$ cat config.mk
export PLATFORM = sky130hd
export DESIGN_NAME = sed_channel
export DESIGN_NICKNAME = d
export VERILOG_FILES = /design/src/design/sed_pkg.sv /design/src/design/sed_channel.sv
export SDC_FILE = /design/constraint.sdc
export NUM_CORES = 1
export LEC_CHECK = 0
export CAP_MARGIN = 20
export CORE_ASPECT_RATIO = 1.5
export CORE_MARGIN = 5
export CORE_UTILIZATION = 45
export DETAILED_ROUTE_END_ITERATION = 12
export DONT_BUFFER_PORTS = 1
export REMOVE_ABC_BUFFERS = 1
export SETUP_SLACK_MARGIN = 0.4
export SLEW_MARGIN = 10
export SYNTH_ARGS = -nofsm -noshare
export SYNTH_HDL_FRONTEND = slang
export SYNTH_SLANG_ARGS = --single-unit
$ cat constraint.sdc
create_clock -name vclk -period 42.2
set_input_delay 8.44 -clock vclk [all_inputs]
set_output_delay 8.44 -clock vclk [all_outputs]
set_load 0.01 [all_outputs]
$ cat src/design/sed_pkg.sv
// Shared constants, types and level tables for the serpentine RGB332 dither block.
`timescale 1ns / 1ps

package sed_pkg;

  localparam int MAX_LINE_WIDTH = 1024;
  localparam int ERROR_BITS     = 14;
  localparam int CFG_BITS       = 11;
  localparam int COLUMN_BITS    = 10;
  localparam logic [CFG_BITS-1:0] LINE_WIDTH_RESET = 11'd640;

  // Per-pixel flags that steer one channel datapath.
  typedef struct packed {
    logic fresh;       // errors from the row above read as zero
    logic line_start;  // first pixel of a line: carry and pending-ahead sum cleared
  } chan_ctl_t;

  // Reproduced value of a red or green level: k*255/7, truncated.
  function automatic logic [7:0] rg_value(input logic [2:0] lvl);
    logic [7:0] v;
    case (lvl)
      3'd0: v = 8'd0;
      3'd1: v = 8'd36;
      3'd2: v = 8'd72;
      3'd3: v = 8'd109;
      3'd4: v = 8'd145;
      3'd5: v = 8'd182;
      3'd6: v = 8'd218;
      3'd7: v = 8'd255;
      default: v = 8'd0;
    endcase
    return v;
  endfunction

  // Reproduced value of a blue level: k*255/3.
  function automatic logic [7:0] b_value(input logic [1:0] lvl);
    logic [7:0] v;
    case (lvl)
      2'd0: v = 8'd0;
      2'd1: v = 8'd85;
      2'd2: v = 8'd170;
      2'd3: v = 8'd255;
      default: v = 8'd0;
    endcase
    return v;
  endfunction

endpackage

$ cat src/design/sed_channel.sv
// One color channel: error add, quantize and Floyd-Steinberg error split.
`timescale 1ns / 1ps

module sed_channel #(
  parameter int ERROR_BITS = sed_pkg::ERROR_BITS,
  parameter bit BLUE       = 1'b0
) (
  input  logic                               [7:0] pix,
  input  sed_pkg::chan_ctl_t                       ctl,
  input  logic signed [ERROR_BITS-1:0]             stored_err,
  input  logic signed [ERROR_BITS-1:0]             carry,
  input  logic signed [ERROR_BITS-3:0]             pend_ahead,
  input  logic signed [ERROR_BITS:0]               pend_behind,
  output logic                               [2:0] level,
  output logic signed [ERROR_BITS-1:0]             carry_next,
  output logic signed [ERROR_BITS-3:0]             pend_ahead_next,
  output logic signed [ERROR_BITS:0]               pend_behind_next,
  output logic signed [ERROR_BITS-1:0]             behind_err,
  output logic signed [ERROR_BITS-1:0]             below_err
);

  // t and q width, partial below-sum width, and a roomy work width.
  localparam int TW = ERROR_BITS - 2;
  localparam int PW = TW + 3;
  localparam int WW = ERROR_BITS + 4;

  localparam logic signed [WW-1:0] SAT_HI = WW'((1 << (ERROR_BITS - 1)) - 1);
  localparam logic signed [WW-1:0] SAT_LO = -SAT_HI - WW'(1);
  localparam logic signed [TW-1:0] T_MAX  = TW'(255);

  function automatic logic signed [ERROR_BITS-1:0] sat(input logic signed [WW-1:0] v);
    logic signed [WW-1:0] c;
    if (v > SAT_HI) begin
      c = SAT_HI;
    end else if (v < SAT_LO) begin
      c = SAT_LO;
    end else begin
      c = v;
    end
    return c[ERROR_BITS-1:0];
  endfunction

  logic signed [ERROR_BITS-1:0] e_in;
  logic signed [ERROR_BITS-1:0] c_in;
  logic signed [TW-1:0]         pa_in;
  logic signed [ERROR_BITS-1:0] e;
  logic signed [ERROR_BITS:0]   e_round;
  logic signed [TW-1:0]         t;
  logic                   [7:0] act;
  logic signed [TW-1:0]         q;
  logic signed [WW-1:0]         q_w;
  logic signed [WW-1:0]         p0_w;

  always_comb begin
    e_in  = ctl.fresh ? '0 : stored_err;
    c_in  = ctl.line_start ? '0 : carry;
    pa_in = ctl.line_start ? '0 : pend_ahead;

    e       = sat(WW'(e_in) + WW'(c_in));
    // floor((e + 8) / 16)
    e_round = ((ERROR_BITS + 1)'(e) + (ERROR_BITS + 1)'(8)) >>> 4;
    t       = TW'(e_round) + signed'(TW'(pix));

    if (t < 0) begin
      level = 3'd0;
    end else if (t > T_MAX) begin
      level = BLUE ? 3'd3 : 3'd7;
    end else if (BLUE) begin
      level = {1'b0, t[7:6]};
    end else begin
      level = t[7:5];
    end

    act = BLUE ? sed_pkg::b_value(level[1:0]) : sed_pkg::rg_value(level);
    q   = t - signed'(TW'(act));
    q_w = WW'(q);

    carry_next       = sat(q_w * WW'(7));
    p0_w             = WW'(pa_in) + q_w * WW'(5);
    behind_err       = sat(WW'(pend_behind) + q_w * WW'(3));
    below_err        = sat(p0_w);
    pend_ahead_next  = q;
    pend_behind_next = PW'(p0_w);
  end

endmodule

==> impl_metrics.ini <==
[layout]
num-clock-buffers = 0
seq_cells = 0
layout-drive-gt1-share = 0.0667
nFillCells = 1398
antenna_cells = 0
area_delta_synth_final_pct = 2.50
ff_latch_area_um2 = 0
multiInputGateArea_mm2 = 0.00546
final_cell_mix = inv_1, ha_1, o21ai_0
final_cell_area_mm2 = 0.00631
nets = 1017
final_common_cell = inv_1

[sta]
layout_setup_ws_ns = 12.75
max_slew.worst_pin.slew_ns = 0.859
setup_viol = 0
hold_viol_final = 0
fin_crit_ns = 29.45
post-route-period-util = 0.698
fin_setup_tns_ns = 0
rsz0062_at_grt = false
finalMaxSlewViolations = 0
slew_headroom = 0.423
max_freq_ghz = 0.0340

[grt]
grtUsageTotal = 0.193
grt-ovfl-total = 0
grt_max_degree = 27
grt_pass1_vias = 5764
grt_pass1_wl_um = 26500
grt_antenna_before_repair = 0

[floorplanning]
rows = 52
core_mm2 = 0.0135
die_w_um = 106
ios = 137
dieArea_mm2 = 0.0162
start_util = 0.457
fp.dieH_um = 153

[synthesis]
synthCells = 824
synth_cell_types = 79
yosysTopAreaCellShare = 0.213
synth_top_area_cell = ha_1
seq_area_frac_synth = 0
netlist_area_mm2 = 0.00616
netlist_top_cells_area = ha_1, fa_1, inv_1, xnor2_1, o21ai_0
synth_warnings = 0
avgSynthCellArea_um2 = 7.48

[routing]
ant_nets = 0
vias_per_cell = 5.80
dr.first_iter.drc_count = 200
finalWirelength_um = 16100
detail_route.wl_per_cell_um = 16.5
dr.pass1.iters = 4
drc_errors = 0
num_vias = 5637

[setup_path]
crit_required_ns = 33.76
critPathKind = in -> out
arrival_ns = 21.01
cp-end-kind = primary output
start_kind = input pin
critPathMaxStageDelay_ns = 0.67
crit_slowest_cell = a21oi_1
cp_max_fo = 13

[placed_design]
dpl.hpwl_um = 14300
gp_congestion = 0.885
numPortBuffers = 0
dp_slack_ns = 12.57
postPlaceCellArea_mm2 = 0.00631

[outcome]
status = finished clean

[clock_network]
postCtsSetupBuffers = 0
ctsHoldBuffers = 0
cts_resized = 0

[worst_hold_path]
hold_depth = 2
timing.hold.worst.class = in -> out

[run]
cap_viol_max_count = 0
==> logic make-up (layout without fill, tap and decap cells) <==
group / Yosys count / after routing / share of synthesized area
compound gates: 249 / 249 / 0.287
fa+ha+maj: 140 / 140 / 0.327
xor+xnor: 61 / 61 / 0.0904
mux: 12 / 12 / 0.0211
buf+inv: 180 / 166 / 0.115
simple gates: 182 / 182 / 0.160
==> synth_stat cells, drive strengths merged (2+ instances only) <==
| master | instances |
|---|---|
| a2111oi | 4 |
| a211o | 4 |
| a211oi | 11 |
| a21boi | 3 |
| a21o | 21 |
| a21oi | 59 |
| a221o | 2 |
| a221oi | 2 |
| a311oi | 2 |
| a31o | 2 |
| a31oi | 11 |
| and2 | 5 |
| and3 | 3 |
| and4 | 2 |
| and4b | 2 |
| buf | 8 |
| clkbuf | 13 |
| fa | 35 |
| ha | 105 |
| inv | 159 |
| mux2 | 5 |
| mux2i | 7 |
| nand2 | 40 |
| nand2b | 13 |
| nand3 | 8 |
| nand4 | 4 |
| nor2 | 34 |
| nor2b | 42 |
| nor3 | 17 |
| nor4 | 2 |
| o2111ai | 8 |
| o211a | 3 |
| o211ai | 8 |
| o21a | 4 |
| o21ai | 71 |
| o21bai | 15 |
| o31a | 2 |
| o31ai | 7 |
| or3 | 3 |
| or4 | 3 |
| xnor2 | 47 |
| xor2 | 14 |
==> metal layers <==
| metal | up-vias | global-route usage | wire (µm) |
|---|---|---|---|
| met4 | 0 | 0.0537 | 495 |
| met5 | - | 0 | 0 |
| met1 | 2650 | 0.193 | 5820 |
| met2 | 151 | 0.398 | 8820 |
| li1 | 2815 | - | - |
| met3 | 21 | 0.0312 | 928 |
==> final timing paths <==
| check | start | slack, ns | end |
|---|---|---|---|
| max | stored_err[0] | 12.75 | behind_err[6] |
| min | ctl[0] | 17.19 | pend_behind_next[0] |
==> worst max-delay path: cells and delay by family <==
family | cells | cell delay, ns
compound gates | 26 | 6.22
fa+ha+maj | 8 | 2.72
simple gates | 15 | 2.61
buf+inv | 5 | 0.75
mux | 1 | 0.14
xor+xnor | 1 | 0.12
==> stage by stage <==
step / util / std cells / hold WS [ns]
2_1_floorplan: - / 803 / 17.15
3_3_place_gp: 0.469 / 972 / 17.17
3_5_place_dp: 0.469 / 972 / 17.20
4_1_cts: 0.469 / 972 / 17.20
5_1_grt: 0.469 / 972 / 17.25
6_report: 0.469 / 972 / 17.19
==> area by class of cell <==
cell class,instances,share of cell area
inverters,159,0.0945
multi-input cells,644,0.865
well taps,162,0.0321
repair buffers,7,0.00832
Power is left out: the tool's default activity adds up to more than one toggle a clock period on the data nets, which glitch-free logic cannot reach.
